==> config.mk <==
export PLATFORM = sky130hd
export DESIGN_NAME = date_range_validator
export DESIGN_NICKNAME = d
export VERILOG_FILES = /design/src/rtl/core/drv_pkg.sv /design/src/rtl/core/date_range_validator.sv
export SDC_FILE = /design/constraint.sdc
export NUM_CORES = 1
export LEC_CHECK = 0
export BUFFER_PORTS_ARGS = -buffer_cell sky130_fd_sc_hd__buf_2
export CAP_MARGIN = 20
export CORE_MARGIN = 2
export CORE_UTILIZATION = 35
export CTS_CLUSTER_DIAMETER = 150
export DETAILED_ROUTE_END_ITERATION = 8
export GPL_ROUTABILITY_DRIVEN = 0
export SLEW_MARGIN = 10
export SYNTH_ARGS = -nofsm -noshare
export SYNTH_HDL_FRONTEND = slang
export SYNTH_SLANG_ARGS = --single-unit
==> constraint.sdc <==
create_clock -name clk -period 10.37 [get_ports clk]
set_input_delay 2.074 -clock clk [delete_from_list [all_inputs] [get_ports clk]]
set_output_delay 2.074 -clock clk [all_outputs]
set_load 0.01 [all_outputs]
==> src/rtl/core/drv_pkg.sv <==
package drv_pkg;

  // Result codes, in the order the checks are applied.
  typedef enum logic [2:0] {
    FAIL_OK        = 3'd0,
    FAIL_YEAR_GAP  = 3'd1,
    FAIL_BAD_MONTH = 3'd2,
    FAIL_BAD_DAY   = 3'd3,
    FAIL_ORDER     = 3'd4,
    FAIL_SPAN      = 3'd5
  } fail_code_t;

  // Check outcomes that ride along the pipeline with each word.
  typedef struct packed {
    logic year_gap;
    logic month_bad;
    logic ordered;
    logic same_year;
  } chk_flags_t;

  localparam int unsigned YEAR_W  = 14;
  localparam int unsigned MONTH_W = 4;
  localparam int unsigned DAY_W   = 5;
  localparam int unsigned DOY_W   = 9;
  localparam int unsigned SPAN_W  = 10;
  localparam int unsigned LIMIT_W = 9;

  // Division by 25 as a multiply by a rounded-up reciprocal and a shift.
  // Exact for every 14-bit year.
  localparam int unsigned DIV25_SHIFT = 19;
  localparam int unsigned DIV25_RECIP = ((1 << DIV25_SHIFT) + 24) / 25;
  localparam int unsigned PROD_W      = YEAR_W + 15;
  localparam int unsigned QUOT_W      = PROD_W - DIV25_SHIFT;

  localparam logic [SPAN_W-1:0]  DAYS_IN_YEAR = SPAN_W'(365);
  localparam logic [LIMIT_W-1:0] TERM_RESET   = LIMIT_W'(30);
  localparam logic [MONTH_W-1:0] MONTH_FEB    = MONTH_W'(2);
  localparam logic [MONTH_W-1:0] MONTH_DEC    = MONTH_W'(12);

  // Days before the first of a month (months 1..12); other codes read as zero.
  function automatic logic [DOY_W-1:0] month_offset(input logic [MONTH_W-1:0] m);
    logic [DOY_W-1:0] r;
    begin
      unique case (m)
        4'd1:    r = DOY_W'(0);
        4'd2:    r = DOY_W'(31);
        4'd3:    r = DOY_W'(59);
        4'd4:    r = DOY_W'(90);
        4'd5:    r = DOY_W'(120);
        4'd6:    r = DOY_W'(151);
        4'd7:    r = DOY_W'(181);
        4'd8:    r = DOY_W'(212);
        4'd9:    r = DOY_W'(243);
        4'd10:   r = DOY_W'(273);
        4'd11:   r = DOY_W'(304);
        4'd12:   r = DOY_W'(334);
        default: r = DOY_W'(0);
      endcase
      return r;
    end
  endfunction

  // Length of a month, with February following the leap flag.
  function automatic logic [DAY_W-1:0] month_days(input logic [MONTH_W-1:0] m,
                                                  input logic leap);
    logic [DAY_W-1:0] r;
    begin
      unique case (m)
        4'd4, 4'd6, 4'd9, 4'd11: r = DAY_W'(30);
        4'd2:                    r = leap ? DAY_W'(29) : DAY_W'(28);
        default:                 r = DAY_W'(31);
      endcase
      return r;
    end
  endfunction

endpackage

==> src/rtl/core/date_range_validator.sv <==
// A word taken with start passes through four register stages, A, B, C and the
// result register, before its result shows with done high.
// Throughput: one word per cycle; busy is always low and never holds start off.
// Each stage carries a valid bit; done is a single-cycle strobe with no stall.
// Reset (rst, synchronous) clears all valid bits and sets term_limit_days to 30.
module date_range_validator (
  input  logic        clk,
  input  logic        rst,
  // Command channel.
  input  logic        start,
  output logic        busy,
  input  logic [13:0] start_year,
  input  logic [3:0]  start_month,
  input  logic [4:0]  start_day,
  input  logic [4:0]  start_hour,
  input  logic [5:0]  start_minute,
  input  logic [13:0] end_year,
  input  logic [3:0]  end_month,
  input  logic [4:0]  end_day,
  input  logic [4:0]  end_hour,
  input  logic [5:0]  end_minute,
  // Result channel.
  output logic        done,
  output logic        range_ok,
  output logic [2:0]  fail_code,
  // Configuration port.
  input  logic        psel,
  input  logic        penable,
  input  logic        pwrite,
  input  logic [2:0]  paddr,
  input  logic [31:0] pwdata,
  output logic [31:0] prdata,
  output logic        pready
);

  localparam int unsigned YW = drv_pkg::YEAR_W;
  localparam int unsigned MW = drv_pkg::MONTH_W;
  localparam int unsigned DW = drv_pkg::DAY_W;
  localparam int unsigned PW = drv_pkg::PROD_W;
  localparam int unsigned QW = drv_pkg::QUOT_W;
  localparam int unsigned OW = drv_pkg::DOY_W;
  localparam int unsigned SW = drv_pkg::SPAN_W;
  localparam int unsigned LW = drv_pkg::LIMIT_W;

  // Configuration register.
  logic [LW-1:0] term_limit_days;
  logic          cfg_write;

  assign pready    = 1'b1;
  assign busy      = 1'b0;
  assign cfg_write = psel && penable && pwrite && pready && (paddr[2] == 1'b0);
  assign prdata    = (paddr[2] == 1'b0) ? 32'(term_limit_days) : 32'd0;

  always_ff @(posedge clk) begin
    if (rst) begin
      term_limit_days <= drv_pkg::TERM_RESET;
    end else if (cfg_write) begin
      term_limit_days <= pwdata[LW-1:0];
    end
  end

  // Stage A: year gap, month range, ordering, same year, and the reciprocal products.
  logic [33:0]          skey, ekey;
  drv_pkg::chk_flags_t  a_flags_next;
  logic                 a_valid;
  drv_pkg::chk_flags_t  a_flags;
  logic [YW-1:0]        a_sy, a_ey;
  logic [PW-1:0]        a_sprod, a_eprod;
  logic [MW-1:0]        a_sm, a_em;
  logic [DW-1:0]        a_sd, a_ed;

  assign skey = {start_year, start_month, start_day, start_hour, start_minute};
  assign ekey = {end_year, end_month, end_day, end_hour, end_minute};

  always_comb begin
    a_flags_next.year_gap  = {1'b0, end_year} > ({1'b0, start_year} + 15'd1);
    a_flags_next.month_bad = (start_month == '0) || (start_month > drv_pkg::MONTH_DEC) ||
                             (end_month == '0) || (end_month > drv_pkg::MONTH_DEC);
    a_flags_next.ordered   = skey < ekey;
    a_flags_next.same_year = start_year == end_year;
  end

  always_ff @(posedge clk) begin
    if (rst) begin
      a_valid <= 1'b0;
    end else begin
      a_valid <= start && !busy;
    end
  end

  always_ff @(posedge clk) begin
    a_flags <= a_flags_next;
    a_sy    <= start_year;
    a_ey    <= end_year;
    a_sprod <= PW'(start_year) * PW'(drv_pkg::DIV25_RECIP);
    a_eprod <= PW'(end_year) * PW'(drv_pkg::DIV25_RECIP);
    a_sm    <= start_month;
    a_em    <= end_month;
    a_sd    <= start_day;
    a_ed    <= end_day;
  end

  // Stage B: divisibility by 25 gives the Gregorian leap flags.
  logic [QW-1:0] sq, eq;
  logic [YW-1:0] sq25, eq25;
  logic          s_div25, e_div25;
  logic          b_valid;
  drv_pkg::chk_flags_t b_flags;
  logic          b_sleap, b_eleap;
  logic [MW-1:0] b_sm, b_em;
  logic [DW-1:0] b_sd, b_ed;

  assign sq      = a_sprod[PW-1:drv_pkg::DIV25_SHIFT];
  assign eq      = a_eprod[PW-1:drv_pkg::DIV25_SHIFT];
  assign sq25    = (YW'(sq) << 4) + (YW'(sq) << 3) + YW'(sq);
  assign eq25    = (YW'(eq) << 4) + (YW'(eq) << 3) + YW'(eq);
  assign s_div25 = sq25 == a_sy;
  assign e_div25 = eq25 == a_ey;

  always_ff @(posedge clk) begin
    if (rst) begin
      b_valid <= 1'b0;
    end else begin
      b_valid <= a_valid;
    end
  end

  // Leap when divisible by 4 but not 100, or divisible by 400.
  always_ff @(posedge clk) begin
    b_flags <= a_flags;
    b_sleap <= (a_sy[1:0] == 2'b00 && !s_div25) || (a_sy[3:0] == 4'b0000 && s_div25);
    b_eleap <= (a_ey[1:0] == 2'b00 && !e_div25) || (a_ey[3:0] == 4'b0000 && e_div25);
    b_sm    <= a_sm;
    b_em    <= a_em;
    b_sd    <= a_sd;
    b_ed    <= a_ed;
  end

  // Stage C: day range and day-of-year for both dates.
  logic [DW-1:0] s_len, e_len;
  logic          c_valid;
  drv_pkg::chk_flags_t c_flags;
  logic          c_day_bad;
  logic [OW-1:0] c_sdoy, c_edoy;

  assign s_len = drv_pkg::month_days(b_sm, b_sleap);
  assign e_len = drv_pkg::month_days(b_em, b_eleap);

  always_ff @(posedge clk) begin
    if (rst) begin
      c_valid <= 1'b0;
    end else begin
      c_valid <= b_valid;
    end
  end

  always_ff @(posedge clk) begin
    c_flags   <= b_flags;
    c_day_bad <= (b_sd == '0) || (b_sd > s_len) || (b_ed == '0) || (b_ed > e_len);
    c_sdoy    <= drv_pkg::month_offset(b_sm) + OW'(b_sd) +
                 OW'((b_sm > drv_pkg::MONTH_FEB) && b_sleap);
    c_edoy    <= drv_pkg::month_offset(b_em) + OW'(b_ed) +
                 OW'((b_em > drv_pkg::MONTH_FEB) && b_eleap);
  end

  // Stage D: span against the limit, then the first failing check wins.
  logic [SW-1:0]        span;
  drv_pkg::fail_code_t  code_next;

  always_comb begin
    if (c_flags.same_year) begin
      span = SW'(c_edoy) - SW'(c_sdoy);
    end else begin
      span = drv_pkg::DAYS_IN_YEAR - SW'(c_sdoy) + SW'(c_edoy);
    end
  end

  always_comb begin
    priority if (c_flags.year_gap) begin
      code_next = drv_pkg::FAIL_YEAR_GAP;
    end else if (c_flags.month_bad) begin
      code_next = drv_pkg::FAIL_BAD_MONTH;
    end else if (c_day_bad) begin
      code_next = drv_pkg::FAIL_BAD_DAY;
    end else if (!c_flags.ordered) begin
      code_next = drv_pkg::FAIL_ORDER;
    end else if (span > SW'(term_limit_days)) begin
      code_next = drv_pkg::FAIL_SPAN;
    end else begin
      code_next = drv_pkg::FAIL_OK;
    end
  end

  always_ff @(posedge clk) begin
    if (rst) begin
      done <= 1'b0;
    end else begin
      done <= c_valid;
    end
  end

  always_ff @(posedge clk) begin
    range_ok  <= code_next == drv_pkg::FAIL_OK;
    fail_code <= code_next;
  end

`ifndef SYNTH
  // Every accepted word yields a result strobe.
  a_accept_to_done: assert property (@(posedge clk) disable iff (rst)
    (start && !busy) |-> ##4 done)
    else $error("accepted word produced no result");

  // No strobe without an earlier accepted word.
  a_no_spurious_done: assert property (@(posedge clk) disable iff (rst)
    !(start && !busy) |-> ##4 !done)
    else $error("result strobe without an accepted word");

  // The pass flag and the code agree.
  a_ok_matches_code: assert property (@(posedge clk) disable iff (rst)
    done |-> (range_ok == (fail_code == drv_pkg::FAIL_OK)))
    else $error("range_ok disagrees with fail_code");

  // Codes stay within the defined set.
  a_code_range: assert property (@(posedge clk) disable iff (rst)
    done |-> (fail_code <= drv_pkg::FAIL_SPAN))
    else $error("undefined fail code");

  // A register write lands on the next edge.
  a_cfg_write: assert property (@(posedge clk) disable iff (rst)
    cfg_write |=> (term_limit_days == $past(pwdata[LW-1:0])))
    else $error("term limit write lost");
`endif

endmodule
==> flow_metrics.py, run 1 <==
metrics = {
    "grt": {
        "first_global_vias": 10670,
        "grt_overflow": 0,
        "grt_start_max_net_pins": 22,
        "grt_first_pass_wirelength_um": 52320,
        "grtUsageTotal": 0.1470,
        "grt_antenna_before_repair": 3,
    },
    "floorplanning": {
        "core_um2": 42130,
        "core.rowCount": 75,
        "die_h_um": 211.2,
        "die_x_um": 211.2,
        "io-pin-count": 148,
        "start_util": 0.3567,
        "dieArea_um2": 44610,
    },
    "drt": {
        "wl_um": 31100,
        "post_drt_wl_per_cell_um": 14.40,
        "vias": 10090,
        "viasPerCell": 4.672,
        "drc_errors": 0,
        "dr.pass1.iters": 5,
        "first_iter_violations": 330,
        "ant_nets": 0,
    },
    "timing": {
        "fmax_mhz": 153.4,
        "rsz0062_at_grt": "false",
        "finalHoldViolCount": 0,
        "slew_violations": 0,
        "setup_tns_ns": 0,
        "period_share": 0.6287,
        "clock_skew_ns": 0.01062,
        "timing.hold.ws_ns": 0.3238,
        "fin_crit_ns": 6.519,
        "max_slew_margin": 0.5274,
        "worst_pin_slew_ns": 0.7079,
        "setup_violations": 0,
    },
    "yosys": {
        "yosys_warnings": 0,
        "yosys-top-cells-area": "ha_1, dfxtp_1, fa_1, inv_1, xnor2_1",
        "synth-seq-area-share": 0.2025,
        "netlist_area_um2": 15030,
        "ys.flop_type": "dfxtp_1",
        "synth_top_area_frac": 0.2806,
        "yosys.area.top_type": "ha_1",
        "synth_edf_count": 0,
        "synth_cell_types": 55,
        "synth-seq-cells": 152,
        "syn_avg_cell_area_um2": 10.01,
        "syn_inst": 1502,
        "synth-async-reset-ratio": 0,
    },
    "setup_path": {
        "arrival_ns": 6.88,
        "required_ns": 10.73,
        "critPathMaxFanout": 12,
        "critPathLaunchType": "primary input",
        "crit_type": "primary input to flip-flop",
        "setup.worst_path.end_class": "flip-flop",
    },
    "clocking": {
        "cts_resized": 0,
        "tritoncts": "yes",
        "cts_hold_buf": 0,
        "clock-sinks": 152,
        "htreeDepth": 4,
        "post-cts-setup-buffers": 0,
        "clk_pin_slew_ns": 0.07,
        "clk_root_buffer_cell": "clkbuf_16",
        "cts_buffer_depth": 2,
        "worstSkewPairLatency_ns": 0.42,
        "numCtsBuffers": 17,
    },
    "finish": {
        "finalNonFillerCells": 2159,
        "postLayoutCoreUtil": 0.3947,
        "drive_above_1_share": 0.09018,
        "final_common_cell": "ha_1",
        "areaGrowthSynthToFinish_pct": 10.66,
        "final_cell_mix": "ha_1, inv_1, dfxtp_1",
        "layout.nets": 2200,
    },
    "status": {
        "outcome": "finished clean",
    },
    "power_and_ir_drop": {
        "peakVddDrop_v": 0.0001458,
        "p_leak_nw": 8.606,
        "power_density_nw_per_um2": 255.4,
        "power_w": 0.004247,
    },
    "placed_design": {
        "place_inst": 2126,
        "port_buffers": 97,
        "dp_hpwl_um": 26760,
    },
    "job": {
        "maxCapViolCount": 0,
    },
    "worst_hold_path": {
        "hold_path.class": "flip-flop to flip-flop",
    },
}
==> synthesized netlist by cell type (9+ instances only) <==
library cell / instances
a21o_1: 41
ha_1: 337
nor3_1: 18
a31oi_1: 9
nor2_1: 55
o21a_1: 13
buf_4: 25
xor2_1: 32
nand2_1: 44
xnor2_1: 67
inv_1: 286
fa_1: 148
nor2b_1: 20
nand3_1: 17
a21oi_1: 68
dfxtp_1: 152
nand4_1: 17
o21ai_0: 35
==> stage by stage <==
stage          setup WS, ns  area [µm²]
2_1_floorplan         4.262       15110
3_3_place_gp          3.393       16050
3_5_place_dp          3.459       16050
4_1_cts               3.870       16630
5_1_grt               3.391       16630
6_report              3.851       16630
==> kinds of logic after synthesis <==
family                   synth area share
adder cells (fa/ha/maj)            0.4777
buffers and inverters             0.08642
AO/OA/AOI/OAI                     0.09367
AND/OR/NAND/NOR                   0.07077
flip-flops                         0.2025
XOR/XNOR                          0.05770
multiplexers                      0.01074
other                           0.0004997
==> worst paths after layout <==
| path | from | to | slack [ns] | depth (start not counted) |
|---|---|---|---|---|
| setup / recovery | start_year[11] | a_sprod[28]$_DFF_P_ | 3.85 | 19 |
| hold / removal | a_sd[0]$_DFF_P_ | b_sd[0]$_DFF_P_ | 0.32 | 0 |
| setup reg to reg | c_sdoy[2]$_DFF_P_ | range_ok$_DFF_P_ | 6.85 | 18 |
| hold reg to reg | a_sd[0]$_DFF_P_ | b_sd[0]$_DFF_P_ | 0.32 | 0 |
==> critical path: stages <==
cell and delay [ns]:
buf_2 0.35, fa_1 0.52, ha_1 0.29, inv_1 0.04
fa_1 0.48, inv_1 0.06, fa_1 0.55, inv_1 0.06
fa_1 0.54, inv_1 0.06, ha_1 0.31, a21oi_1 0.14
o21ai_0 0.12, a21oi_1 0.30, a21oi_1 0.17, nor2_1 0.18
o211ai_1 0.13, o41ai_1 0.33, xnor2_1 0.15
==> final cells by class <==
class,count,area [µm²]
Clock buffer,17,425.4
Tap cell,539,674.4
Fill cell,4093,25500
Multi-Input combinational cell,1052,10770
Timing Repair Buffer,97,485.5
Antenna cell,1,2.502
Clock inverter,15,152.6
Sequential cell,152,3043
Inverter,286,1074
==> power by group <==
part           switching (W)  internal, W  total (W)  leakage [nW]
Sequential         0.0000829     0.000679   0.000762          1.27
Combinational        0.00155      0.00133    0.00288          7.05
Clock               0.000264     0.000339   0.000603         0.279
Total                0.00190      0.00235    0.00425          8.61
==> layer usage <==
layer / up-vias / wire length (µm) / global-route usage
met1: 4756 / 14520 / 0.1885
met2: 156 / 15150 / 0.2615
li1: 5136 / - / -
met3: 34 / 971 / 0.01933
met4: 4 / 438 / 0.03448
met5: - / 24 / 0
Power figures use the tool's default switching activity.
==> run 2: changes to the inputs <==
- clock period: 10.37 -> 6 ns (I/O delays scaled with it)
==> flow_metrics.py, run 2 (synthesis gave the netlist of run 1 again) <==
metrics = {
    "status": {
        "outcome": "finished clean",
    },
    "drt": {
        "drc_errors": 0,
        "ant_nets": 0,
        "post_drt_wl_per_cell_um": 14.23,
        "first_iter_violations": 294,
        "wl_um": 31110,
        "viasPerCell": 4.663,
        "vias": 10190,
        "dr.pass1.iters": 4,
    },
    "finish": {
        "postLayoutCoreUtil": 0.4000,
        "nFillCells": 4115,
        "areaGrowthSynthToFinish_pct": 12.14,
        "regArea_um2": 3043,
        "layout.nets": 2225,
        "drive_above_1_share": 0.1040,
        "final_cell_mix": "ha_1, inv_1, dfxtp_1",
        "final_common_cell": "ha_1",
        "multi_input_area_um2": 10770,
        "finalNonFillerCells": 2186,
    },
    "timing": {
        "clock_skew_ns": 0.009203,
        "worst_pin_slew_ns": 0.6725,
        "finalHoldViolCount": 0,
        "setup_tns_ns": 0,
        "rsz0062_at_grt": "false",
        "period_share": 0.8903,
        "setup_violations": 0,
        "fin_crit_ns": 5.342,
        "timing.hold.ws_ns": 0.3226,
        "max_slew_margin": 0.5511,
        "fin_ws_ns": 0.6581,
        "slew_violations": 0,
        "fmax_mhz": 187.2,
    },
    "floorplanning": {
        "start_util": 0.3567,
        "core_um2": 42130,
        "die_x_um": 211.2,
        "core.rowCount": 75,
        "io-pin-count": 148,
        "die_h_um": 211.2,
        "dieArea_um2": 44610,
    },
    "clocking": {
        "cts_hold_buf": 0,
        "clk_pin_slew_ns": 0.07,
        "post-cts-setup-buffers": 0,
        "cts_resized": 0,
        "clock-sinks": 152,
        "cts_buffer_depth": 2,
        "numCtsBuffers": 17,
        "clk_root_buffer_cell": "clkbuf_16",
        "tritoncts": "yes",
        "worstSkewPairLatency_ns": 0.42,
        "htreeDepth": 4,
    },
    "power_and_ir_drop": {
        "power_switching_w": 0.003240,
        "power.share.sequential": 0.179,
        "p_leak_nw": 8.741,
        "power.share.switching": 0.4384,
        "intPower_w": 0.004150,
        "power_density_nw_per_um2": 438.5,
        "peakVddDrop_v": 0.0002352,
        "p_clk_frac": 0.146,
        "p_comb_frac": 0.676,
    },
    "setup_path": {
        "setup.worst_path.end_class": "flip-flop",
        "required_ns": 6.35,
        "arrival_ns": 5.70,
        "crit_type": "primary input to flip-flop",
        "critPathLaunchType": "primary input",
        "crit_family": "adder cells",
        "critPathMaxStageDelay_ns": 0.55,
        "critPathSlowestCell": "fa_1",
        "critPathMaxFanout": 6,
        "path_buf_inv": 5,
        "crit_chain": "buf_2, fa_1, ha_1, inv_1, fa_1, inv_1, fa_1, inv_1, fa_1, inv_1, ha_1, a21oi_1, o21ai_0, a21oi_1, a21oi_1, nor2_1, o211ai_1, o41ai_1, xnor2_1",
    },
    "grt": {
        "grt_antenna_before_repair": 5,
        "grt_use_met1": 0.1878,
        "grt_overflow": 0,
        "first_global_vias": 10780,
        "grt_use_met2": 0.2582,
        "grt_start_max_net_pins": 22,
        "grt_first_pass_wirelength_um": 52740,
        "met3_usage": 0.02453,
        "busiest_layer": "met2",
        "grtUsageTotal": 0.1476,
    },
    "placed_design": {
        "place_inst": 2151,
        "port_buffers": 97,
        "dp_slack_ns": 0.1501,
        "dp_hpwl_um": 27450,
    },
    "job": {
        "maxCapViolCount": 0,
    },
    "worst_hold_path": {
        "hold_path.class": "flip-flop to flip-flop",
    },
}
[run 2: cell types whose count changed in the layout (fill, tap and decap cells not counted)]
cell,change
bufinv_16,+1
buf_4,+25
clkinv_4,+3
clkbuf_8,+3
inv_6,-7
clkinv_2,+1
diode_2,+2
inv_8,-1
[run 2: path summary, 6_finish.rpt]
path,start,end,slack (ns),depth (start not counted)
max,start_year[10],a_sprod[28]$_DFF_P_,0.66,19
min,a_sd[0]$_DFF_P_,b_sd[0]$_DFF_P_,0.32,0
max reg2reg,c_sdoy[1]$_DFF_P_,range_ok$_DFF_P_,2.54,18
min reg2reg,a_sd[0]$_DFF_P_,b_sd[0]$_DFF_P_,0.32,0
[run 2: area by class of cell]
| class | instances | share of cell area |
|---|---|---|
| inverters | 286 | 0.06370 |
| clock inverters | 12 | 0.008390 |
| multi-input cells | 1052 | 0.6392 |
| repair buffers | 122 | 0.03994 |
| flip-flops and latches | 152 | 0.1806 |
| diodes | 3 | 0.0004455 |
| well taps | 539 | 0.04002 |
| clock buffers | 20 | 0.02769 |
[run 2: power groups by stage]
stage / Sequential, W / Clock [W] / Combinational, W
2_1_floorplan: 0.00131 / 0 / 0.00392
3_3_place_gp: 0.00135 / 0 / 0.00488
3_5_place_dp: 0.00135 / 0 / 0.00501
4_1_cts: 0.00133 / 0.00110 / 0.00506
5_1_grt: 0.00134 / 0.00115 / 0.00578
6_report: 0.00132 / 0.00108 / 0.00499
[run 2: metrics by stage]
stage	cell area (µm²)	power [W]
3_3_place_gp	16240	0.006226
4_1_cts	16840	0.007487
6_report	16850	0.007390
5_1_grt	16840	0.008275
2_1_floorplan	15110	0.005231
3_5_place_dp	16240	0.006359
[run 2: metal layers]
layer | routed length (µm) | up-vias
met5 | 17 | -
met4 | 591 | 2
met3 | 1386 | 34
met2 | 15100 | 161
met1 | 14010 | 4809
li1 | - | 5187
==> run 3: changes to the inputs <==
- PLACE_DENSITY_LB_ADDON: unset -> 0.05
==> flow_metrics.py, run 3 (synthesis gave the netlist of run 1 again) <==
metrics = {
    "setup_path": {
        "rrSetupSlack_ns": 2.38,
        "critPathSlowestCell": "fa_1",
        "crit_start": "end_year[7]",
        "reg2reg_depth": 18,
        "arrival_ns": 5.76,
        "reg2reg_from": "c_sdoy[1]$_DFF_P_",
        "critPathMaxStageDelay_ns": 0.53,
        "critPathLaunchType": "primary input",
        "setup.worst_path.end_class": "flip-flop",
        "cp.depth": 20,
        "path_buf_inv": 7,
        "critPathMaxFanout": 6,
        "r2r-end": "range_ok$_DFF_P_",
        "crit_family": "adder cells",
        "required_ns": 6.32,
        "crit_chain": "buf_2, inv_1, fa_1, inv_1, ha_1, fa_1, fa_1, inv_1, fa_1, inv_1, ha_1, inv_1, o21ai_0, a31oi_1, buf_4, o22ai_1, o211ai_1, o21ai_0, a21oi_1, xnor2_1",
        "crit_end": "a_eprod[28]$_DFF_P_",
        "crit_type": "primary input to flip-flop",
        "cp_common_cell": "inv_1",
    },
    "grt": {
        "grt_overflow": 0,
        "grt_first_pass_wirelength_um": 54570,
        "grtUsageTotal": 0.1570,
        "grt_start_max_net_pins": 22,
        "first_global_vias": 10580,
        "grt_antenna_before_repair": 0,
    },
    "clocking": {
        "worstSkewPairLatency_ns": 0.43,
        "cts_resized": 0,
        "cts_hold_buf": 0,
        "post-cts-setup-buffers": 0,
        "clock-sinks": 152,
        "numCtsBuffers": 17,
        "htreeDepth": 4,
        "clk_root_buffer_cell": "clkbuf_16",
        "tritoncts": "yes",
        "cts_buffer_depth": 2,
        "clk_pin_slew_ns": 0.07,
    },
    "floorplanning": {
        "io-pin-count": 148,
        "start_util": 0.3567,
        "core_um2": 42130,
        "die_x_um": 211.2,
        "core.rowCount": 75,
        "dieArea_um2": 44610,
        "die_h_um": 211.2,
    },
    "placed_design": {
        "dp_slack_ns": 0.1029,
        "place_area_um2": 16290,
        "dp_hpwl_um": 29150,
        "port_buffers": 97,
        "place_inst": 2158,
    },
    "drt": {
        "viasPerCell": 4.512,
        "first_iter_violations": 228,
        "dr.pass1.iters": 4,
        "post_drt_wl_per_cell_um": 15.05,
        "drc_errors": 0,
        "vias": 9881,
        "ant_nets": 0,
        "wl_um": 32960,
    },
    "status": {
        "outcome": "finished clean",
    },
    "timing": {
        "rsz0062_at_grt": "false",
        "period_share": 0.9069,
        "max_slew_margin": 0.4698,
        "clock_skew_ns": 0.009968,
        "setup_tns_ns": 0,
        "worst_pin_slew_ns": 0.7942,
        "fin_ws_ns": 0.5585,
        "finalHoldViolCount": 0,
        "fmax_mhz": 183.8,
        "slew_violations": 0,
        "fin_crit_ns": 5.441,
        "setup_violations": 0,
    },
    "finish": {
        "final_cell_area_um2": 16920,
        "drive_above_1_share": 0.1078,
        "final_cell_mix": "ha_1, inv_1, dfxtp_1",
        "postLayoutCoreUtil": 0.4016,
        "antenna_cells": 0,
        "nFillCells": 4248,
        "final_common_cell": "ha_1",
        "finalNonFillerCells": 2190,
        "layout.nets": 2232,
        "areaGrowthSynthToFinish_pct": 12.61,
    },
    "job": {
        "maxCapViolCount": 0,
    },
    "power_and_ir_drop": {
        "power_density_nw_per_um2": 441.1,
        "peakVddDrop_v": 0.0002274,
        "p_leak_nw": 8.778,
    },
    "worst_hold_path": {
        "hold_path.class": "flip-flop to flip-flop",
    },
}
==> run 3: power by group <==
part / internal (W) / leakage (nW) / switching (W)
combinational: 0.00236 / 7.21 / 0.00266
clock: 0.000638 / 0.298 / 0.000481
sequential: 0.00117 / 1.27 / 0.000152
==> run 3: layout make-up <==
class                      count  area [µm²]  share of cell area
clock inverter                15       207.7             0.01227
multi-input combinational   1052       10770              0.6366
tap                          539       674.4             0.03985
sequential                   152        3043              0.1798
timing repair buffer         129       725.7             0.04288
clock buffer                  17       425.4             0.02514
inverter                     286        1074             0.06344
==> run 3: worst min-delay path by stage <==
stage / startpoint / endpoint / slack [ns] / cells past startpoint
6_report: a_ed[0]$_DFF_P_ / b_ed[0]$_DFF_P_ / 0.33 / 0
5_1_grt: b_flags[0]$_DFF_P_ / c_flags[0]$_DFF_P_ / 0.33 / 0
4_1_cts: b_flags[0]$_DFF_P_ / c_flags[0]$_DFF_P_ / 0.33 / 0
3_5_place_dp: b_flags[0]$_DFF_P_ / c_flags[0]$_DFF_P_ / 0.31 / 0
3_3_place_gp: a_sd[0]$_DFF_P_ / b_sd[0]$_DFF_P_ / 0.31 / 0
2_1_floorplan: a_ed[0]$_DFF_P_ / b_ed[0]$_DFF_P_ / 0.31 / 0
==> run 3: routing by layer <==
layer,wire length [µm],GRT usage,part of all wire,up-vias
met5,0,0,0,-
met3,637,0.01635,0.019,14
met2,16140,0.2768,0.49,100
li1,-,-,-,5195
met4,310,0.03254,0.0094,0
met1,15870,0.2078,0.48,4572
==> run 3: metrics by stage <==
step	hold slack (ns)	power (W)
finish	0.3260	0.007465
global route	0.3307	0.008412
CTS	0.3287	0.007642
detailed placement	0.3121	0.006457
global placement	0.3105	0.006455
floorplan	0.3096	0.005231
